===== config.mk =====
export PLATFORM = sky130hd
export DESIGN_NAME = crc32_packet_deframer
export DESIGN_NICKNAME = d
export VERILOG_FILES = /design/src/rtl/crcpd_pkg.sv /design/src/rtl/crc32_packet_deframer.sv
export SDC_FILE = /design/constraint.sdc
export NUM_CORES = 1
export LEC_CHECK = 0
export BUFFER_PORTS_ARGS = -buffer_cell sky130_fd_sc_hd__buf_2
export CAP_MARGIN = 40
export CORE_UTILIZATION = 56
export CTS_CLUSTER_SIZE = 10
export DETAILED_ROUTE_END_ITERATION = 6
export GPL_TIMING_DRIVEN = 0
export PLACE_DENSITY_LB_ADDON = 0.25
export SETUP_SLACK_MARGIN = 0.4
export SLEW_MARGIN = 20
export SYNTH_ARGS = -nofsm -noshare
export SYNTH_HDL_FRONTEND = slang
export SYNTH_SLANG_ARGS = --single-unit

===== constraint.sdc =====
create_clock -name clock -period 5 [get_ports clock]
set_input_delay 1 -clock clock [delete_from_list [all_inputs] [get_ports clock]]
set_output_delay 1 -clock clock [all_outputs]
set_load 0.01 [all_outputs]

===== src/rtl/crcpd_pkg.sv =====
`timescale 1ns / 1ps
// ----------------------------------------------------------------------------
// CRC-32 packet deframer package
// Shared constants, result record and the bytewise CRC-32 update.
// ----------------------------------------------------------------------------
package crcpd_pkg;

   localparam logic [31:0] CRC_POLY = 32'hEDB88320;
   localparam logic [31:0] CRC_INIT = 32'hFFFFFFFF;
   localparam logic [9:0]  HDR_BYTES = 10'd12;
   localparam logic [9:0]  CNT_MAX = 10'd1023;
   localparam logic [9:0]  CRC_BYTES = 10'd4;
   localparam logic [1:0]  TYPE_NONE = 2'd0;
   localparam logic [1:0]  TYPE_DATA = 2'd1;

   localparam logic [2:0]  ST_OK          = 3'd0;
   localparam logic [2:0]  ST_NO_HEADER   = 3'd1;
   localparam logic [2:0]  ST_TOO_LONG    = 3'd2;
   localparam logic [2:0]  ST_BAD_TYPE    = 3'd3;
   localparam logic [2:0]  ST_BAD_LENGTH  = 3'd4;
   localparam logic [2:0]  ST_HEADER_CRC  = 3'd5;
   localparam logic [2:0]  ST_SHORT       = 3'd6;
   localparam logic [2:0]  ST_PAYLOAD_CRC = 3'd7;

   localparam logic       KIND_PAYLOAD = 1'b0;
   localparam logic       KIND_VERDICT = 1'b1;

   // Declared from the highest bits down so that payload_byte lands at bit 0.
   typedef struct packed {
      logic [31:0] timestamp;
      logic [15:0] payload_length;
      logic [7:0]  seq_number;
      logic [4:0]  window;
      logic        truncated;
      logic [1:0]  pkt_type;
      logic [2:0]  status;
      logic [7:0]  payload_byte;
   } rsp_fields_type;

   localparam int RSP_BITS = $bits(rsp_fields_type);
   localparam int RSP_DATA_BITS = ((RSP_BITS + 7) / 8) * 8;

   function automatic logic [31:0] crc32_byte(input logic [31:0] crc, input logic [7:0] b);
      logic [31:0] c;
      c = crc ^ {24'h0, b};
      for (int i = 0; i < 8; i++) begin
         c = c[0] ? ((c >> 1) ^ CRC_POLY) : (c >> 1);
      end
      return c;
   endfunction

endpackage


===== src/rtl/crc32_packet_deframer.sv =====
`timescale 1ns / 1ps
// ----------------------------------------------------------------------------
// CRC-32 packet deframer
// Parses the datagram header, checks both CRC-32 fields, forwards payload
// bytes and gives one verdict beat at the end of every frame.
// ----------------------------------------------------------------------------
//  Channel  Direction  Beat contents
//  req_     in         tdata: data_byte; tlast: end_of_frame
//  rsp_     out        tuser: kind; tdata: payload_byte .. timestamp
//
// One byte is accepted per cycle unless the output stalls; each byte is captured
// in the input register, and any result of it moves on to the result register.
// The frame parser, including the bytewise CRC update, sits between them.
// Reset is synchronous and returns the parser to the start of a frame.
// When the result register is full and rsp_tready is low, a full input register
// holds and req_tready falls.
// ----------------------------------------------------------------------------
module crc32_packet_deframer #(
   parameter int MAX_PAYLOAD = 512,
   parameter int MAX_FRAME = 528
) (
   input  logic clock,
   input  logic reset,
   input  logic req_tvalid,
   output logic req_tready,
   input  logic [7:0] req_tdata,   // [7:0] data_byte
   input  logic req_tlast,
   output logic rsp_tvalid,
   input  logic rsp_tready,
   output logic [crcpd_pkg::RSP_DATA_BITS-1:0] rsp_tdata,
   // [7:0] payload_byte, [10:8] status, [12:11] pkt_type, [13] truncated,
   // [18:14] window, [26:19] seq_number, [42:27] payload_length,
   // [74:43] timestamp, upper bits zero
   output logic rsp_tuser          // [0] kind
);
   import crcpd_pkg::*;

   localparam logic [16:0] MaxPayload = 17'(MAX_PAYLOAD);
   localparam logic [11:0] MaxFrame = 12'(MAX_FRAME);

   logic in_valid_ff, in_valid_in;
   logic [7:0] in_byte_ff;
   logic in_last_ff;
   logic advance;

   logic [9:0]  byte_count_ff, byte_count_in;
   logic [7:0]  first_byte_ff, first_byte_in;
   logic [7:0]  seq_ff, seq_in;
   logic [15:0] length_ff, length_in;
   logic [31:0] timestamp_ff, timestamp_in;
   logic [31:0] rx_crc_ff, rx_crc_in;
   logic [31:0] run_crc_ff, run_crc_in;
   logic        header_good_ff, header_good_in;

   logic        rsp_valid_ff, rsp_valid_in;
   logic        rsp_kind_ff;
   rsp_fields_type rsp_fields_ff;

   logic [1:0]  pkt_type;
   logic        fwd;
   logic        has_result;
   logic [17:0] pos;
   logic [17:0] payload_end;
   logic [17:0] crc_end;
   logic [10:0] frame_len;
   logic [2:0]  status;
   rsp_fields_type result;

   assign advance = in_valid_ff && (!rsp_valid_ff || rsp_tready);
   assign req_tready = !in_valid_ff || advance;
   assign in_valid_in = (req_tvalid && req_tready) || (in_valid_ff && !advance);

   always_comb begin
      byte_count_in = byte_count_ff;
      first_byte_in = first_byte_ff;
      seq_in = seq_ff;
      length_in = length_ff;
      timestamp_in = timestamp_ff;
      rx_crc_in = rx_crc_ff;
      run_crc_in = run_crc_ff;
      header_good_in = header_good_ff;
      pkt_type = first_byte_ff[7:6];
      fwd = 1'b0;

      if (byte_count_ff < 10'd8) begin
         run_crc_in = crc32_byte(run_crc_ff, in_byte_ff);
      end
      if (byte_count_ff == 10'd0) begin
         first_byte_in = in_byte_ff;
         pkt_type = in_byte_ff[7:6];
      end else if (byte_count_ff == 10'd1) begin
         seq_in = in_byte_ff;
      end else if (byte_count_ff == 10'd2 || byte_count_ff == 10'd3) begin
         length_in = {length_ff[7:0], in_byte_ff};
      end else if (byte_count_ff < 10'd8) begin
         timestamp_in = {timestamp_ff[23:0], in_byte_ff};
      end else if (byte_count_ff < HDR_BYTES) begin
         rx_crc_in = {rx_crc_ff[23:0], in_byte_ff};
         if (byte_count_ff == HDR_BYTES - 10'd1) begin
            header_good_in = (pkt_type != TYPE_NONE) && ({1'b0, length_ff} <= MaxPayload)
               && ((run_crc_ff ^ CRC_INIT) == rx_crc_in);
            run_crc_in = CRC_INIT;
         end
      end else if (header_good_ff && pkt_type == TYPE_DATA) begin
         if (pos < payload_end) begin
            run_crc_in = crc32_byte(run_crc_ff, in_byte_ff);
            fwd = 1'b1;
         end else if (pos < crc_end) begin
            rx_crc_in = {rx_crc_ff[23:0], in_byte_ff};
         end
      end

      if (byte_count_ff < CNT_MAX) begin
         byte_count_in = byte_count_ff + 10'd1;
      end
   end

   assign pos = {8'd0, byte_count_ff};
   assign payload_end = {8'd0, HDR_BYTES} + {2'd0, length_ff};
   assign crc_end = payload_end + {8'd0, CRC_BYTES};
   assign frame_len = {1'b0, byte_count_ff} + 11'd1;

   always_comb begin
      if (frame_len < {1'b0, HDR_BYTES}) begin
         status = ST_NO_HEADER;
      end else if ({1'b0, frame_len} > MaxFrame) begin
         status = ST_TOO_LONG;
      end else if (pkt_type == TYPE_NONE) begin
         status = ST_BAD_TYPE;
      end else if ({1'b0, length_in} > MaxPayload) begin
         status = ST_BAD_LENGTH;
      end else if (!header_good_in) begin
         status = ST_HEADER_CRC;
      end else if (pkt_type == TYPE_DATA
                   && {7'd0, frame_len} < ({8'd0, HDR_BYTES} + {2'd0, length_in}
                                           + {8'd0, CRC_BYTES})) begin
         status = ST_SHORT;
      end else if (pkt_type == TYPE_DATA && (run_crc_in ^ CRC_INIT) != rx_crc_in) begin
         status = ST_PAYLOAD_CRC;
      end else begin
         status = ST_OK;
      end
   end

   always_comb begin
      result = '0;
      if (in_last_ff) begin
         result.status = status;
         if (status != ST_NO_HEADER) begin
            result.pkt_type = pkt_type;
            result.truncated = first_byte_in[5];
            result.window = first_byte_in[4:0];
            result.seq_number = seq_in;
            result.payload_length = length_in;
            result.timestamp = timestamp_in;
         end
      end else begin
         result.payload_byte = in_byte_ff;
      end
   end

   assign has_result = in_last_ff || fwd;

   always_comb begin
      if (advance) begin
         rsp_valid_in = has_result;
      end else if (rsp_tready) begin
         rsp_valid_in = 1'b0;
      end else begin
         rsp_valid_in = rsp_valid_ff;
      end
   end

   always_ff @(posedge clock) begin
      if (reset) begin
         in_valid_ff <= 1'b0;
         rsp_valid_ff <= 1'b0;
      end else begin
         in_valid_ff <= in_valid_in;
         rsp_valid_ff <= rsp_valid_in;
      end
   end

   always_ff @(posedge clock) begin
      if (req_tvalid && req_tready) begin
         in_byte_ff <= req_tdata;
         in_last_ff <= req_tlast;
      end
      if (advance && has_result) begin
         rsp_kind_ff <= in_last_ff ? KIND_VERDICT : KIND_PAYLOAD;
         rsp_fields_ff <= result;
      end
   end

   always_ff @(posedge clock) begin
      if (reset || (advance && in_last_ff)) begin
         byte_count_ff <= '0;
         first_byte_ff <= '0;
         seq_ff <= '0;
         length_ff <= '0;
         timestamp_ff <= '0;
         rx_crc_ff <= '0;
         run_crc_ff <= CRC_INIT;
         header_good_ff <= 1'b0;
      end else if (advance) begin
         byte_count_ff <= byte_count_in;
         first_byte_ff <= first_byte_in;
         seq_ff <= seq_in;
         length_ff <= length_in;
         timestamp_ff <= timestamp_in;
         rx_crc_ff <= rx_crc_in;
         run_crc_ff <= run_crc_in;
         header_good_ff <= header_good_in;
      end
   end

   assign rsp_tvalid = rsp_valid_ff;
   assign rsp_tuser = rsp_kind_ff;
   assign rsp_tdata = {{(RSP_DATA_BITS - RSP_BITS){1'b0}}, rsp_fields_ff};

endmodule


# Yosys cells after proc, flatten, opt, wreduce, memory -nomap -nowiden
# Index checks and enable logic that the tools add are counted.
# word_totals
regBits,226
in_bits,13
output_inout_bits,83
wordCells,143
# op_classes
add_sub_neg,6
magnitude_cmp,10
n_eq_ne,9
n_mux,59
bitwise_logic,11
n_reduce_logical,26
# op_table
operator,count
32-bit two-way mux,29
13-bit NOT with 14-bit output,8
32-bit NOT,2
16-bit two-way mux,3
"17-bit by 3-bit adder with 18-bit output, second input constant",2
10-bit by 18-bit less-than comparator with 1-bit output,2
"4-bit by 16-bit adder with 17-bit output, first input constant",2
32-bit equality test,1
32-bit != test,1
32-bit by 8-bit XOR with 32-bit output,1
3-bit two-way mux,7
"10-bit by 2-bit equality test with 1-bit output, second input constant",2
"10-bit by 4-bit less-than comparator with 1-bit output, second input constant",2
11-bit by 18-bit less-than comparator with 1-bit output,1
"16-bit by 10-bit > comparator with 1-bit output, second input constant",1
"16-bit by 10-bit less-or-equal comparator with 1-bit output, second input constant",1
1-bit two-way mux,16
8-bit two-way mux,2
"10-bit by 1-bit adder with 11-bit output, second input constant",1
"11-bit by 10-bit > comparator with 1-bit output, second input constant",1
"11-bit by 4-bit less-than comparator with 1-bit output, second input constant",1
"10-bit by 1-bit adder with 10-bit output, second input constant",1
"10-bit by 1-bit equality test with 1-bit output, second input constant",1
"10-bit by 4-bit equality test with 1-bit output, second input constant",1
12 further kinds,32

# Depth between registers and ports, before layout
# logic_depth
depth_word,37
mapped_depth,25
depth_no_buf,20

# Least setup slack after synthesis
# Ideal clock, no wire load.
# synth_path
path_kind,reg-to-reg
from,register length_ff[2]
to,register rsp_fields_ff (netlist bit rsp_tdata[10]) (data pin)
setup_time_ns,0.271
t_arrival_ns,4.955
t_required_ns,4.729
path_slack_ns,-0.226
path_stages_with_launch,24
n_path_buf,5
synth_period_minus_slack_ns,5.226
cell_sequence,dfxtp_1 -> buf_6 -> clkbuf_1 -> inv_1 -> ha_1 -> buf_6 -> nand3b_4 -> nor3_1 -> or2_2 -> inv_1 -> ha_1 -> nand4_1 -> a221oi_1 -> o21ai_1 -> o41ai_2 -> o41a_1 -> clkbuf_1 -> clkbuf_1 -> nand3_1 -> nand3_1 -> nor4bb_1 -> nand4_1 -> o41ai_1 -> a211oi_1
# synth_between
elab_chain_cells,20
elab_cells_between_ends,46
classes_between,add/sub: 4; order compare: 5; eq/ne: 1; mux: 31; bitwise: 1; reduce/logical: 4
# synth_rtl
item,line,source
"start, declared",crc32_packet_deframer.sv:49,"logic [15:0] length_ff, length_in;"
"start signal, assigned",crc32_packet_deframer.sv:209,length_ff <= length_in;
4-bit by 16-bit adder with 17-bit output,crc32_packet_deframer.sv:119,"assign payload_end = {8'd0, HDR_BYTES} + {2'd0, length_ff};"
17-bit by 3-bit adder with 18-bit output,crc32_packet_deframer.sv:120,"assign crc_end = payload_end + {8'd0, CRC_BYTES};"
10-bit by 18-bit less-than comparator with 1-bit output,crc32_packet_deframer.sv:108,end else if (pos < crc_end) begin
32-bit two-way mux,crc32_packet_deframer.sv:108,
32-bit two-way mux,crc32_packet_deframer.sv:105,if (pos < payload_end) begin
32-bit two-way mux,crc32_packet_deframer.sv:104,end else if (header_good_ff && pkt_type == TYPE_DATA) begin
32-bit two-way mux,crc32_packet_deframer.sv:97,end else if (byte_count_ff < HDR_BYTES) begin
32-bit two-way mux,crc32_packet_deframer.sv:95,end else if (byte_count_ff < 10'd8) begin
(+4 left out),n/a,
1-bit logical AND,crc32_packet_deframer.sv:138,end else if (pkt_type == TYPE_DATA && (run_crc_in ^ CRC_INIT) != rx_crc_in) begin
3-bit two-way mux,crc32_packet_deframer.sv:138,
3-bit two-way mux,crc32_packet_deframer.sv:134,end else if (pkt_type == TYPE_DATA
3-bit two-way mux,crc32_packet_deframer.sv:132,end else if (!header_good_in) begin
3-bit two-way mux (*),crc32_packet_deframer.sv:130,"end else if ({1'b0, length_in} > MaxPayload) begin"
3-bit two-way mux (*),crc32_packet_deframer.sv:128,end else if (pkt_type == TYPE_NONE) begin
3-bit two-way mux (*),crc32_packet_deframer.sv:126,"end else if ({1'b0, frame_len} > MaxFrame) begin"
3-bit two-way mux (*),crc32_packet_deframer.sv:124,"if (frame_len < {1'b0, HDR_BYTES}) begin"
"end signal, assigned",crc32_packet_deframer.sv:191,rsp_fields_ff <= result;
"end, declared",crc32_packet_deframer.sv:57,rsp_fields_type rsp_fields_ff;
# Mark *: on every way between the ends. The rest lies on a longest branch, timed or not.
# A chain may end at the register's enable or synchronous reset.

# Worst setup path after layout
# layout_path
from,register length_ff[3]
to,register rsp_fields_ff (netlist bit rsp_tdata[10]) (data pin)
# Same word-level chain as after synthesis.

==> impl_metrics.yaml <==
outcome:
  status: "finished with violations"
  violations: "negative setup slack"
place:
  gp_congestion: 1.022
  dp_hpwl_um: 33100
  portBuffers: 90
  dp_slack_ns: -0.7842
  placed_cell_area_mm2: 0.01479
  dp.cells: 2060
timing:
  period_minus_slack_ns: 5.170
  slew_headroom: 0.3967
  finalWorstSetupSlack_ns: -0.1698
  drv_slew: 0
  rsz0062_at_grt: "yes"
  whs_ns: 0.4536
  worst_pin_slew_ns: 0.8821
  tns_ns: -0.4387
  post-route-period-util: 1.034
  fin_skew_ns: 0.01597
  setup_violations: 3
  fmax_ghz: 0.1934
  hold_violations: 0
layout:
  fin_nets: 1861
  areaGrowthSynthToFinish_pct: 19.30
  utilization: 0.6910
  diodes: 0
  drive_gt1_frac: 0.1693
  design_area_mm2: 0.01641
  layout.cells.non_filler: 2150
power_and_ir_drop:
  cellPowerDensity_mw_per_mm2: 362.8
  leakagePower_nw: 5.974
  p_total_mw: 5.955
  irDropWorstVdd_uv: 380.3
drt:
  drtIter0Drc: 1317
  wl_per_cell_um: 21.34
  drt-pass1-iter-count: 6
  finalWirelength_um: 45880
  viasPerCell: 6.179
  vias: 13285
  drc: 0
  ant_nets: 0
synthesis:
  async_reset_ff_frac: 0
  synth_top_area_cell: "dfxtp_1"
  synth_ff_type: "dfxtp_1"
  syn_area_mm2: 0.01376
  yosysWarnings: 0
  synth_cells: 1641
  synth-seq-area-share: 0.3907
  synth_edf_count: 85
  synthTopCellsByArea: "dfxtp_1, edfxtp_1, nand2_1"
  synth-seq-cells: 226
  synth.avg_cell_area_um2: 8.383
  netlist_top_cells_count: "nand2_1, a21oi_1, dfxtp_1"
  yosysMostFrequentCell: "nand2_1"
  synth_cell_types: 89
  synth_top_area_frac: 0.2052
cts:
  tritoncts: "built"
  clk_pin_slew_worst_paths_ns: 0.06
  max-clock-path-buffers: 3
  htreeDepth: 1
  worstSkewPairLatency_ns: 0.54
  root_buffer: "clkbuf_16"
  tritoncts.num_buffers: 28
  clock_sinks: 226
die:
  die_h_um: 158.7
  start_util: 0.5792
  std_cell_rows: 56
  core_area_mm2: 0.02375
  die-area_mm2: 0.02520
  die_x_um: 158.7
  num_io_pins: 96
critical_path:
  cp-start-kind: "flop"
  path_max_fanout: 8
  cp-end-kind: "flop"
  critPathArrivalTime_ns: 5.42
  crit_required_ns: 5.25
  critPathKind: "flop to flop"
global_routing:
  grt_max_degree: 42
  grt_pass1_vias: 12511
  overflow: 0
  grt_pass1_wl_um: 70770
  antenna_found_initial: 1
  grtUsageTotal: 0.3591
hold_path:
  min_path_type: "flop to flop"
flow_run:
  drv_cap: 0
## what timing repair did
action                                  4_1_cts  5_1_grt
hold buffers                                  0        0
resized for setup                            78       32
gates cloned                                  1        0
buffers inserted                             28        8
pin swaps                                    26       10
endpoints found under the setup margin       34       66
## cell usage in the layout, fill, tap and decap left out, drive strengths merged, types with 41 or more instances in the layout
cell    instances
xor2           41
xnor2         110
nand2         352
edfxtp         85
buf           170
dfxtp         141
nor2           98
clkbuf        145
a21oi         166
nand3          49
## flip-flops by register name (all words and copies together), names as in the netlist
| name | count |
|---|---|
| seq_ff | 8 |
| first_byte_ff | 8 |
| in_valid_ff | 1 |
| byte_count_ff | 10 |
| length_ff | 16 |
| rsp_tdata | 75 |
| run_crc_ff | 32 |
| rsp_tuser | 1 |
| in_last_ff | 1 |
| header_good_ff | 1 |
| rsp_tvalid | 1 |
| rx_crc_ff | 32 |
| in_byte_ff | 8 |
| timestamp_ff | 32 |
## cells by family after synthesis
logic type               synth area share
buffers and inverters             0.05293
other                           0.0002726
AO/OA/AOI/OAI                      0.1635
adder cells (fa/ha/maj)           0.03456
AND/OR/NAND/NOR                    0.2166
multiplexers                      0.03656
XOR/XNOR                           0.1049
flip-flops                         0.3907
## critical path: stages (launching register included)
cell	delay (ns)
dfxtp_4	0.35
buf_6	0.10
clkinvlp_4	0.13
ha_4	0.19
buf_6	0.12
nand3b_4	0.19
o21a_4	0.23
or2_4	0.28
inv_2	0.08
ha_4	0.13
nand4_1	0.08
a221oi_2	0.29
o211ai_1	0.24
o21ai_4	0.45
mux2i_1	0.48
xnor2_1	0.17
or3_4	0.36
a2111oi_2	0.31
nand4_1	0.25
o41ai_4	0.31
a211oi_2	0.14
## metal layers
layer / vias to the layer above / share of wire / wire, um / global-route usage
met4: 0 / 0.053 / 2437 / 0.1792
met1: 6231 / 0.40 / 18310 / 0.4656
met2: 788 / 0.46 / 21190 / 0.5857
met5: - / 0 / 0 / 0
li1: 6089 / - / - / -
met3: 177 / 0.086 / 3949 / 0.04990
## layout make-up
cell class / count / area, um2
fillers: 1925 / 7341
well taps: 319 / 399.1
plain buffers: 133 / 680.7
multi-input cells: 1246 / 8088
inverters: 40 / 163.9
clock inverters: 4 / 37.54
repair buffers: 135 / 850.8
clock buffers: 47 / 812.0
flip-flops and latches: 226 / 5380
## report_power, final
group          switching, mW  internal (mW)  total (mW)
Sequential            0.0742           1.97        2.04
Clock                  0.774           1.10        1.87
Combinational           1.18          0.853        2.04
Total                   2.03           3.92        5.95
## worst paths after layout
| path | slack (ns) | to | start | depth (start not counted) |
|---|---|---|---|---|
| max | -0.17 | rsp_tdata[10] | length_ff[3] | 20 |
| min | 0.45 | seq_ff[7] | seq_ff[7] | 2 |
| max reg2reg | -0.17 | rsp_tdata[10] | length_ff[3] | 20 |
| min reg2reg | 0.45 | seq_ff[7] | seq_ff[7] | 2 |
Power figures use the tool's default switching activity.
